## src/hdl/rlcd_pkg.sv

```systemverilog
// ----------------------------------------------------------------------------
// rlcd_pkg
// Shared types, codes and helpers of the RGB LED chain driver.
// ----------------------------------------------------------------------------
package rlcd_pkg;

	localparam int MAX_LEDS = 64;
	localparam int LED_IW   = $clog2(MAX_LEDS);
	localparam int CNT_W    = $clog2(MAX_LEDS + 1);
	localparam int WORD_W   = 24;
	localparam int BIT_W    = 5;
	localparam int TICK_W   = 16;
	localparam int CFG_IW   = 3;
	localparam int CFG_DW   = 16;

	localparam logic [BIT_W-1:0] BIT_LAST = BIT_W'(WORD_W - 1);

	localparam logic [1:0] ACT_SET   = 2'd0;
	localparam logic [1:0] ACT_ROT   = 2'd1;
	localparam logic [1:0] ACT_START = 2'd2;
	localparam logic [1:0] ACT_TICK  = 2'd3;

	localparam logic [CFG_IW-1:0] CFG_BIT_PERIOD = 3'd0;
	localparam logic [CFG_IW-1:0] CFG_ZERO_HIGH  = 3'd1;
	localparam logic [CFG_IW-1:0] CFG_ONE_HIGH   = 3'd2;
	localparam logic [CFG_IW-1:0] CFG_RESET_LOW  = 3'd3;
	localparam logic [CFG_IW-1:0] CFG_LED_COUNT  = 3'd4;

	typedef struct packed {
		logic [7:0]        bit_period;
		logic [7:0]        zero_high;
		logic [7:0]        one_high;
		logic [TICK_W-1:0] reset_low;
		logic [6:0]        led_count;
	} rlcd_cfg_t;

	typedef struct packed {
		logic wr;
		logic step;
		logic rot;
	} rlcd_cell_ctl_t;

	typedef struct packed {
		logic data_out;
		logic busy_res;
		logic frame_done;
		logic rejected;
	} rlcd_res_t;

	function automatic logic [CNT_W-1:0] eff_count(input logic [6:0] c);
		logic [CNT_W-1:0] n;
		n = CNT_W'(c);
		if (c == 7'd0)
			n = CNT_W'(1);
		else if (32'(c) > MAX_LEDS)
			n = CNT_W'(MAX_LEDS);
		return n;
	endfunction

endpackage

```

## src/hdl/rlcd_cell.sv

```systemverilog
// ----------------------------------------------------------------------------
// rlcd_cell
// One colour cell of the LED ring: holds a 24-bit GRB word and loads it from
// the set data, the next cell (frame shift) or the previous cell (rotate).
// ----------------------------------------------------------------------------
module rlcd_cell (
	input  logic                          clk,
	input  logic                          arst_n,
	input  rlcd_pkg::rlcd_cell_ctl_t      ctl,
	input  logic                          sel,
	input  logic                          in_ring,
	input  logic [rlcd_pkg::WORD_W-1:0]   set_word,
	input  logic [rlcd_pkg::WORD_W-1:0]   fwd_word,
	input  logic [rlcd_pkg::WORD_W-1:0]   back_word,
	output logic [rlcd_pkg::WORD_W-1:0]   word_q
);

	always_ff @(posedge clk or negedge arst_n) begin
		if (!arst_n) begin
			word_q <= '0;
		end else if (ctl.wr && sel) begin
			word_q <= set_word;
		end else if (ctl.step && in_ring) begin
			word_q <= fwd_word;
		end else if (ctl.rot && in_ring) begin
			word_q <= back_word;
		end
	end

endmodule

```

## config.mk

```make
export PLATFORM = sky130hd
export DESIGN_NAME = rlcd_cell
export DESIGN_NICKNAME = d
export VERILOG_FILES = /design/src/hdl/rlcd_pkg.sv /design/src/hdl/rlcd_cell.sv
export SDC_FILE = /design/constraint.sdc
export NUM_CORES = 1
export LEC_CHECK = 0
export BUFFER_PORTS_ARGS = -buffer_cell sky130_fd_sc_hd__buf_2
export CAP_MARGIN = 20
export CELL_PAD_IN_SITES_DETAIL_PLACEMENT = 0
export CELL_PAD_IN_SITES_GLOBAL_PLACEMENT = 1
export CORE_AREA = 8 8 80 82
export DETAILED_ROUTE_END_ITERATION = 8
export DIE_AREA = 0 0 88 90
export PLACE_DENSITY = 0.77
export SYNTH_ARGS = -nofsm -noshare
export SYNTH_HDL_FRONTEND = slang
export SYNTH_SLANG_ARGS = --single-unit
```

## constraint.sdc

```tcl
create_clock -name clk -period 0.8 [get_ports clk]
set_clock_uncertainty 0.05 [all_clocks]
set_input_delay 0.04 -clock clk [delete_from_list [all_inputs] [get_ports clk]]
set_output_delay 0.04 -clock clk [all_outputs]
set_load 0.005 [all_outputs]
```

==> impl_metrics.py <==
metrics = {
    "outcome": {
        "status": "complete, but fails checks",
        "violations": "setup timing",
    },
    "clocking": {
        "clock-sinks": 24,
        "cts.path.max_buffers": 2,
        "htree_levels": 1,
        "cts_inserted_buffers": 3,
        "clk_latency_ps": 260,
        "cts-root-buf": "clkbuf_8",
        "cts_tree": "yes",
        "clk_pin_slew_ps": 90,
    },
    "placement": {
        "hpwlAfterDp_um": 3820,
        "pre_cts_ws_ps": -212.1,
        "port_buffers": 102,
        "gp_congestion": 0.7289,
    },
    "floorplan": {
        "initial_core_util": 0.2779,
        "core-area_mm2": 0.005236,
        "io_pins": 103,
        "die_h_um": 90,
        "rows": 27,
        "die_x_um": 88,
        "die-area_mm2": 0.007920,
    },
    "timing": {
        "post-route-min-period_ps": 883.8,
        "max_freq_mhz": 1131,
        "tightest_slew_ps": 332.7,
        "rsz0062_at_grt": "yes",
        "final-max-slew-violation-count": 0,
        "setup_slack_ps": -83.80,
        "worst_hold_slack_ps": 28.35,
        "setup_viol": 26,
        "fin_crit_sh": 1.105,
        "hold_viol": 0,
        "tns_ps": -1848,
        "slew_headroom": 0.7782,
    },
    "finish": {
        "insertedDiodeCount": 0,
        "final_cell_mix": "buf_2 (102), nand2_1 (25), dlygate4sd3_1 (25)",
        "top_register": "word_q",
        "drive_above_1_share": 0.5776,
        "syn_to_final_growth_pct": 77.82,
        "nets": 357,
        "reg_top3": "word_q x24",
        "largest_reg_flops": 24,
        "mostFrequentLayoutCell": "buf_2",
    },
    "synth": {
        "ys_seq_area_frac": 0.4127,
        "netlist_instances": 137,
        "synthDistinctLibCells": 15,
        "syn_avg_cell_area_um2": 10.62,
        "yosysWarningCount": 0,
        "ys_ff_latch": 24,
        "synth.cell_area_mm2": 0.001455,
        "syn_nets": 216,
    },
    "critical_path": {
        "crit_type": "flip-flop to output port",
        "crit_family": "flip-flops",
        "startpoint_type": "flip-flop",
        "cp-end-kind": "output port",
        "cp.arrival_ps": 790,
        "r2r-start": "word_q[20]",
        "cp.required_ps": 710,
        "cpPeakStageDelay_ps": 390,
        "crit_chain": "buf_2",
        "worstPathMaxFanout": 2,
        "startpoint": "word_q[7]",
        "crit_path_top_delay_cell": "dfrtp_1",
        "crit_buf_inv": 1,
        "reg2reg_slack_ps": -30,
    },
    "route": {
        "initialDrtViolationCount": 41,
        "remaining_drc_errors": 0,
        "wire_per_inst_um": 15.10,
        "ant_nets": 0,
        "routed_wl_um": 5270,
        "first_pass_iters": 4,
        "viasPerCell": 4.556,
        "vias": 1590,
    },
    "global_route": {
        "grt_max_degree": 25,
        "grt_antenna_before_repair": 0,
        "first_global_vias": 1783,
        "grt_usage": 0.1334,
        "grt_pass1_wl_um": 8528,
        "gr-total-overflow": 0,
    },
    "run": {
        "maxCapViolCount": 0,
    },
    "hold_path": {
        "min_path_type": "input port to flip-flop",
        "hold_path_startpoint": "fwd_word[16]",
    },
    "power": {
        "finalPower_uw": 3588,
        "power_density_mw_per_mm2": 1387,
        "peakVddDrop_v": 0.0006071,
        "p_leak_uw": 0.001390,
    },
}
[cell usage after synthesis, drive strengths merged]
cell,count,share of area
nand2,26,0.069
dfrtp,24,0.41
mux2i,24,0.17
nand3,24,0.083
o211ai,24,0.19
buf,6,0.035
clkbuf,6,0.018
and2,1,0.0043
nand2b,1,0.0095
o21ai,1,0.011
[cell families after synthesis]
| family | after synthesis | synth area share |
|---|---|---|
| AO/OA/AOI/OAI | 25 | 0.2038 |
| buffers and inverters | 12 | 0.05331 |
| flip-flops | 24 | 0.4127 |
| multiplexers | 24 | 0.1651 |
| AND/OR/NAND/NOR | 52 | 0.1651 |
[per-layer routing]
metal	GRT usage	vias up	part of all wire
met3	0.04550	2	0.099
met4	0.02582	0	0.0028
met2	0.2323	67	0.48
li1	-	780	-
met1	0.1514	741	0.42
met5	0	-	0
[power breakdown]
| part | total (µW) | internal [µW] | switching [µW] |
|---|---|---|---|
| Clock | 845 | 439 | 406 |
| Combinational | 1280 | 735 | 540 |
| Sequential | 1470 | 1380 | 89.9 |
[final timing paths]
check / to / depth (start not counted)
setup reg to reg: word_q[20] / 3
max in group asynchronous: word_q[7] / 3
setup / recovery: word_q[7] / 1
min in group asynchronous: word_q[17] / 3
hold reg to reg: word_q[14] / 2
hold / removal: word_q[16] / 3
[metrics by stage]
step | cells | util | cell area (µm²)
after global placement | 310 | 0.4055 | 2123
after global routing | 349 | 0.4941 | 2587
after floorplan | 137 | - | 1473
after CTS | 347 | 0.4829 | 2529
after detailed placement | 310 | 0.4055 | 2123
final | 349 | 0.4941 | 2587
[what timing repair did]
| item | in CTS | in global routing |
|---|---|---|
| hold buffers | 25 | 0 |
| setup endpoints to repair | 24 | 32 |
| pin swaps | 2 | 6 |
| gates resized for setup | 8 | 10 |
| setup buffers | 8 | 2 |
| hold endpoints to repair | 48 | 0 |
[final cells by class]
type / instances / area [µm²]
fillers: 484 / 2649
repair buffers: 148 / 1007
multi-input cells: 101 / 834.6
flip-flops and latches: 24 / 600.6
well taps: 72 / 90.09
clock buffers: 4 / 55.05
No activity file was read; power rests on OpenSTA's default activity.
