### src/hdl/rlcd_pkg.sv
// ----------------------------------------------------------------------------
// rlcd_pkg
// Shared types, codes and helpers of the RGB LED chain driver.
// ----------------------------------------------------------------------------
package rlcd_pkg;

	localparam int MAX_LEDS = 64;
	localparam int LED_IW   = $clog2(MAX_LEDS);
	localparam int CNT_W    = $clog2(MAX_LEDS + 1);
	localparam int WORD_W   = 24;
	localparam int BIT_W    = 5;
	localparam int TICK_W   = 16;
	localparam int CFG_IW   = 3;
	localparam int CFG_DW   = 16;

	localparam logic [BIT_W-1:0] BIT_LAST = BIT_W'(WORD_W - 1);

	localparam logic [1:0] ACT_SET   = 2'd0;
	localparam logic [1:0] ACT_ROT   = 2'd1;
	localparam logic [1:0] ACT_START = 2'd2;
	localparam logic [1:0] ACT_TICK  = 2'd3;

	localparam logic [CFG_IW-1:0] CFG_BIT_PERIOD = 3'd0;
	localparam logic [CFG_IW-1:0] CFG_ZERO_HIGH  = 3'd1;
	localparam logic [CFG_IW-1:0] CFG_ONE_HIGH   = 3'd2;
	localparam logic [CFG_IW-1:0] CFG_RESET_LOW  = 3'd3;
	localparam logic [CFG_IW-1:0] CFG_LED_COUNT  = 3'd4;

	typedef struct packed {
		logic [7:0]        bit_period;
		logic [7:0]        zero_high;
		logic [7:0]        one_high;
		logic [TICK_W-1:0] reset_low;
		logic [6:0]        led_count;
	} rlcd_cfg_t;

	typedef struct packed {
		logic wr;
		logic step;
		logic rot;
	} rlcd_cell_ctl_t;

	typedef struct packed {
		logic data_out;
		logic busy_res;
		logic frame_done;
		logic rejected;
	} rlcd_res_t;

	function automatic logic [CNT_W-1:0] eff_count(input logic [6:0] c);
		logic [CNT_W-1:0] n;
		n = CNT_W'(c);
		if (c == 7'd0)
			n = CNT_W'(1);
		else if (32'(c) > MAX_LEDS)
			n = CNT_W'(MAX_LEDS);
		return n;
	endfunction

endpackage

### src/hdl/rlcd_timer.sv
// ----------------------------------------------------------------------------
// rlcd_timer
// Frame sequencer: reset-low timing, bit cell timing, LED and bit position,
// line level and refusal of actions.
// ----------------------------------------------------------------------------
module rlcd_timer (
	input  logic                          clk,
	input  logic                          arst_n,
	input  logic                          fire,
	input  logic [1:0]                    action,
	input  logic [rlcd_pkg::LED_IW-1:0]   led_index,
	input  rlcd_pkg::rlcd_cfg_t           cfg,
	input  logic [rlcd_pkg::CNT_W-1:0]    n,
	input  logic [rlcd_pkg::WORD_W-1:0]   cur_word,
	input  logic [rlcd_pkg::WORD_W-1:0]   adv_word,
	output rlcd_pkg::rlcd_cell_ctl_t      ctl,
	output rlcd_pkg::rlcd_res_t           res
);

	localparam logic [1:0] PH_IDLE  = 2'd0;
	localparam logic [1:0] PH_RESET = 2'd1;
	localparam logic [1:0] PH_DATA  = 2'd2;

	logic [1:0]                     phase_q, phase_d;
	logic [rlcd_pkg::TICK_W-1:0]    tick_q, tick_d, tick_inc;
	logic [rlcd_pkg::BIT_W-1:0]     bit_q, bit_d;
	logic [rlcd_pkg::LED_IW-1:0]    led_q, led_d;
	logic [rlcd_pkg::WORD_W-1:0]    word_n;
	logic [7:0]                     high;
	logic                           busy;

	assign busy     = (phase_q != PH_IDLE);
	assign tick_inc = tick_q + 16'd1;

	always_comb begin
		phase_d        = phase_q;
		tick_d         = tick_q;
		bit_d          = bit_q;
		led_d          = led_q;
		ctl            = '0;
		res.frame_done = 1'b0;
		res.rejected   = 1'b0;
		if (fire) begin
			unique case (action)
				rlcd_pkg::ACT_TICK: begin
					unique case (phase_q)
						PH_RESET: begin
							tick_d = tick_inc;
							if (tick_inc >= cfg.reset_low) begin
								phase_d = PH_DATA;
								tick_d  = '0;
								led_d   = '0;
								bit_d   = '0;
							end
						end
						PH_DATA: begin
							tick_d = tick_inc;
							if (tick_inc >= {8'd0, cfg.bit_period}) begin
								tick_d = '0;
								if (bit_q < rlcd_pkg::BIT_LAST) begin
									bit_d = bit_q + 5'd1;
								end else begin
									bit_d    = '0;
									ctl.step = 1'b1;
									if ({1'b0, led_q} + 7'd1 >= n) begin
										phase_d        = PH_IDLE;
										led_d          = '0;
										res.frame_done = 1'b1;
									end else begin
										led_d = led_q + 6'd1;
									end
								end
							end
						end
						default: ;
					endcase
				end
				rlcd_pkg::ACT_SET: begin
					if (busy || {1'b0, led_index} >= n)
						res.rejected = 1'b1;
					else
						ctl.wr = 1'b1;
				end
				rlcd_pkg::ACT_ROT: begin
					if (busy)
						res.rejected = 1'b1;
					else
						ctl.rot = 1'b1;
				end
				rlcd_pkg::ACT_START: begin
					if (busy) begin
						res.rejected = 1'b1;
					end else begin
						phase_d = PH_RESET;
						tick_d  = '0;
						led_d   = '0;
						bit_d   = '0;
					end
				end
				default: ;
			endcase
		end
		word_n       = ctl.step ? adv_word : cur_word;
		high         = word_n[rlcd_pkg::BIT_LAST - bit_d] ? cfg.one_high : cfg.zero_high;
		res.data_out = (phase_d == PH_DATA) && (tick_d < {8'd0, high});
		res.busy_res = (phase_d != PH_IDLE);
	end

	always_ff @(posedge clk or negedge arst_n) begin
		if (!arst_n) begin
			phase_q <= PH_IDLE;
			tick_q  <= '0;
			bit_q   <= '0;
			led_q   <= '0;
		end else begin
			phase_q <= phase_d;
			tick_q  <= tick_d;
			bit_q   <= bit_d;
			led_q   <= led_d;
		end
	end

endmodule

### config.mk
export PLATFORM = sky130hd
export DESIGN_NAME = rlcd_timer
export DESIGN_NICKNAME = d
export VERILOG_FILES = /design/src/hdl/rlcd_pkg.sv /design/src/hdl/rlcd_timer.sv
export SDC_FILE = /design/constraint.sdc
export NUM_CORES = 1
export LEC_CHECK = 0
export BUFFER_PORTS_ARGS = -buffer_cell sky130_fd_sc_hd__buf_2
export CAP_MARGIN = 20
export CELL_PAD_IN_SITES_DETAIL_PLACEMENT = 1
export CELL_PAD_IN_SITES_GLOBAL_PLACEMENT = 1
export CORE_UTILIZATION = 42
export CTS_CLUSTER_SIZE = 20
export DETAILED_ROUTE_END_ITERATION = 8
export PLACE_DENSITY = 0.93
export RECOVER_POWER = 25
export SLEW_MARGIN = 5
export SYNTH_ARGS = -nofsm -noshare
export SYNTH_HDL_FRONTEND = slang
export SYNTH_SLANG_ARGS = --single-unit
### constraint.sdc
create_clock -name clk -period 8.9 [get_ports clk]
set_input_delay 0 -clock clk [delete_from_list [all_inputs] [get_ports clk]]
set_output_delay 0 -clock clk [all_outputs]
set_load 0.005 [all_outputs]
==> out/metrics.cfg <==
[run_status]
status = complete, but fails checks
violations = capacitance limit, slew limit

[grt]
grt_max_degree = 30
grt_pass1_vias = 4566
grt_pass1_wl_um = 21600
antenna_found_initial = 0
track_usage = 0.269
grt_overflow_total = 0

[logic_synthesis]
ys_ff_latch = 29
synth_top_area_cell = dfrtp_1
syn_area_um2 = 4100
syn_area_per_cell_um2 = 8.36
synth_area_leaders = dfrtp_1, ha_1, mux2i_1, inv_1, nand2_1
post-synth-top-count-cell = ha_1
async_flop_share = 1.00
synth_top_area_frac = 0.177
synth-seq-area-share = 0.177
yosys-top-cells-count = ha_1, inv_1, nand2_1, dfrtp_1, o21ai_0
synth-edff-count = 0
ys_types = 79
synthFlopType = dfrtp_1
syn_inst = 490
yosysWarnings = 0
syn-num-nets = 656

[clock_tree]
cts_setup_buffers = 0
hold_buffers = 1
clk_pin_slew_worst_paths_ns = 0.07
clk_path_buf_depth = 2
cts_tree = built
cts_made_buffers = 5
htreeDepth = 2
cts_sinks = 29
clk_latency_ns = 0.29
cts-root-buf = clkbuf_8
cts.repair.resized = 0

[setup_path]
worst_ep_arrival_time_ns = 8.23
critPathKind = flop to primary output
start_kind = flop
worstPathRequired_ns = 8.90
cp_max_fo = 20
cp-end-kind = primary output

[timing]
grt_setup_unrepaired = no
fin_ws_ns = 0.669
slew_headroom = -0.140
layout_min_cycle_time_ns = 8.23
setup_violations = 0
fin_skew_ns = 0.00934
fin_setup_tns_ns = 0
timing.fmax_mhz = 121
min_period_over_period = 0.925
hold_violations = 0
worstMarginPinSlew_ns = 1.71
slew_viol_final = 30

[floorplan]
die_w_um = 101
die_area_um2 = 10200
dieHeight_um = 101
initial_utilization = 0.439
fp-row-count = 35
core_area_um2 = 9330
top_level_ports = 120

[power]
powerDensity_nw_per_um2 = 94.1
power_frac_comb = 0.375
p_int_uw = 283
power.switching_uw = 167
p_seq_frac = 0.345
swShare = 0.370
leakage_uw = 0.00252
pwr-share-clk = 0.281
ir_drop_mv = 0.0576

[drt]
drt_iter0_markers = 238
drcViolationCount = 0
viasPerCell = 5.87
ant_nets = 0
dr.pass1.iters = 7
vias = 4205
wl_per_cell_um = 18.5
drt_wl_total_um = 13300

[placement]
dp.final_hpwl_um = 10500
dp_slack_ns = 1.10
io_buffer_count = 112
place_congestion = 0.926

[finish]
n_fill_cell = 1181
insertedDiodeCount = 0
layout-drive-gt1-share = 0.254
final_nets = 752
syn_to_final_growth_pct = 16.6

[min_path]
holdCritPathClass = primary input to flop

[run]
drv_cap = 1

==> power groups by stage <==
| stage | Clock (µW) | Sequential (µW) | Combinational [µW] |
|---|---|---|---|
| global route | 133 | 156 | 189 |
| CTS | 126 | 154 | 169 |
| floorplan | 0 | 151 | 105 |
| finish | 126 | 155 | 168 |
| detailed placement | 0 | 156 | 166 |
| global placement | 0 | 155 | 151 |
==> flip-flops by register name, summed over array words and instances, names as in the netlist <==
name and flops:
tick_q 16, led_q 6, bit_q 5, phase_q 2
==> per-layer routing <==
layer | up-vias | GRT usage | wire length, µm
met3 | 26 | 0.0381 | 550
met4 | 0 | 0.0713 | 239
met1 | 2058 | 0.320 | 5470
met2 | 124 | 0.501 | 7000
met5 | - | 0 | 0
li1 | 1997 | - | -
==> through the flow <==
| step | hold WS, ns | power [µW] | utilization | instances | area [µm²] |
|---|---|---|---|---|---|
| global route | 0.243 | 478 | 0.512 | 716 | 4780 |
| floorplan | -0.296 | 255 | - | 490 | 4100 |
| finish | 0.212 | 450 | 0.512 | 716 | 4780 |
| detailed placement | 0.0812 | 322 | 0.501 | 707 | 4670 |
| CTS | 0.201 | 449 | 0.513 | 716 | 4780 |
| global placement | 0.0617 | 306 | 0.501 | 707 | 4670 |
==> logic make-up after synthesis <==
logic type      count (synthesis)  synth area share
compound gates                130             0.245
fa+ha+maj                      53             0.162
mux                            29            0.0727
buf+inv                        73            0.0821
simple gates                  157             0.219
xor+xnor                       19            0.0424
flops                          29             0.177
==> cell type report <==
| cell class | count | area (µm²) | area share |
|---|---|---|---|
| multi-input combinational | 388 | 3040 | 0.635 |
| clock inverter | 1 | 5.00 | 0.00105 |
| tap | 129 | 161 | 0.0338 |
| inverter | 49 | 186 | 0.0390 |
| clock buffer | 7 | 96.3 | 0.0202 |
| sequential | 29 | 726 | 0.152 |
| timing repair buffer | 113 | 569 | 0.119 |
==> placed cells by master (no fill, tap or decap), types with 15 or more instances in the layout <==
cell      instances
and3_1           18
buf_2           111
ha_1             53
mux2i_1          23
nand2b_1         15
nor2_1           21
a21oi_1          17
nand2_1          42
inv_1            47
dfrtp_1          29
o21ai_0          25
==> worst max-delay path: stages, from the launching register on <==
cell	delay, ns
dfrtp_1	0.57
ha_1	0.53
nand2_1	0.20
xnor2_1	0.21
ha_1	0.30
nand2_1	0.06
or4_1	0.53
o2111ai_2	0.16
o31a_1	0.67
and2_1	0.89
mux2i_1	0.20
a2111oi_0	0.59
nor4_1	0.11
o22ai_1	0.30
or2_1	0.47
mux2i_1	0.27
ha_1	0.27
a21o_1	0.19
a21oi_1	0.21
o221ai_1	0.18
a31oi_1	0.18
nand3b_1	0.08
or4_1	0.40
a21oi_1	0.20
buf_2	0.15
==> path summary, 6_finish.rpt <==
check | start | to | slack, ns | depth (start not counted)
min | fire | phase_q[0] | 0.21 | 3
min reg2reg | led_q[5] | led_q[5] | 0.54 | 2
max in group asynchronous | arst_n | tick_q[12] | 7.19 | 2
min in group asynchronous | arst_n | led_q[2] | 0.70 | 2
max | tick_q[0] | res[3] | 0.67 | 24
max reg2reg | tick_q[0] | tick_q[10] | 4.21 | 15
No activity file was read; power rests on OpenSTA's default activity.
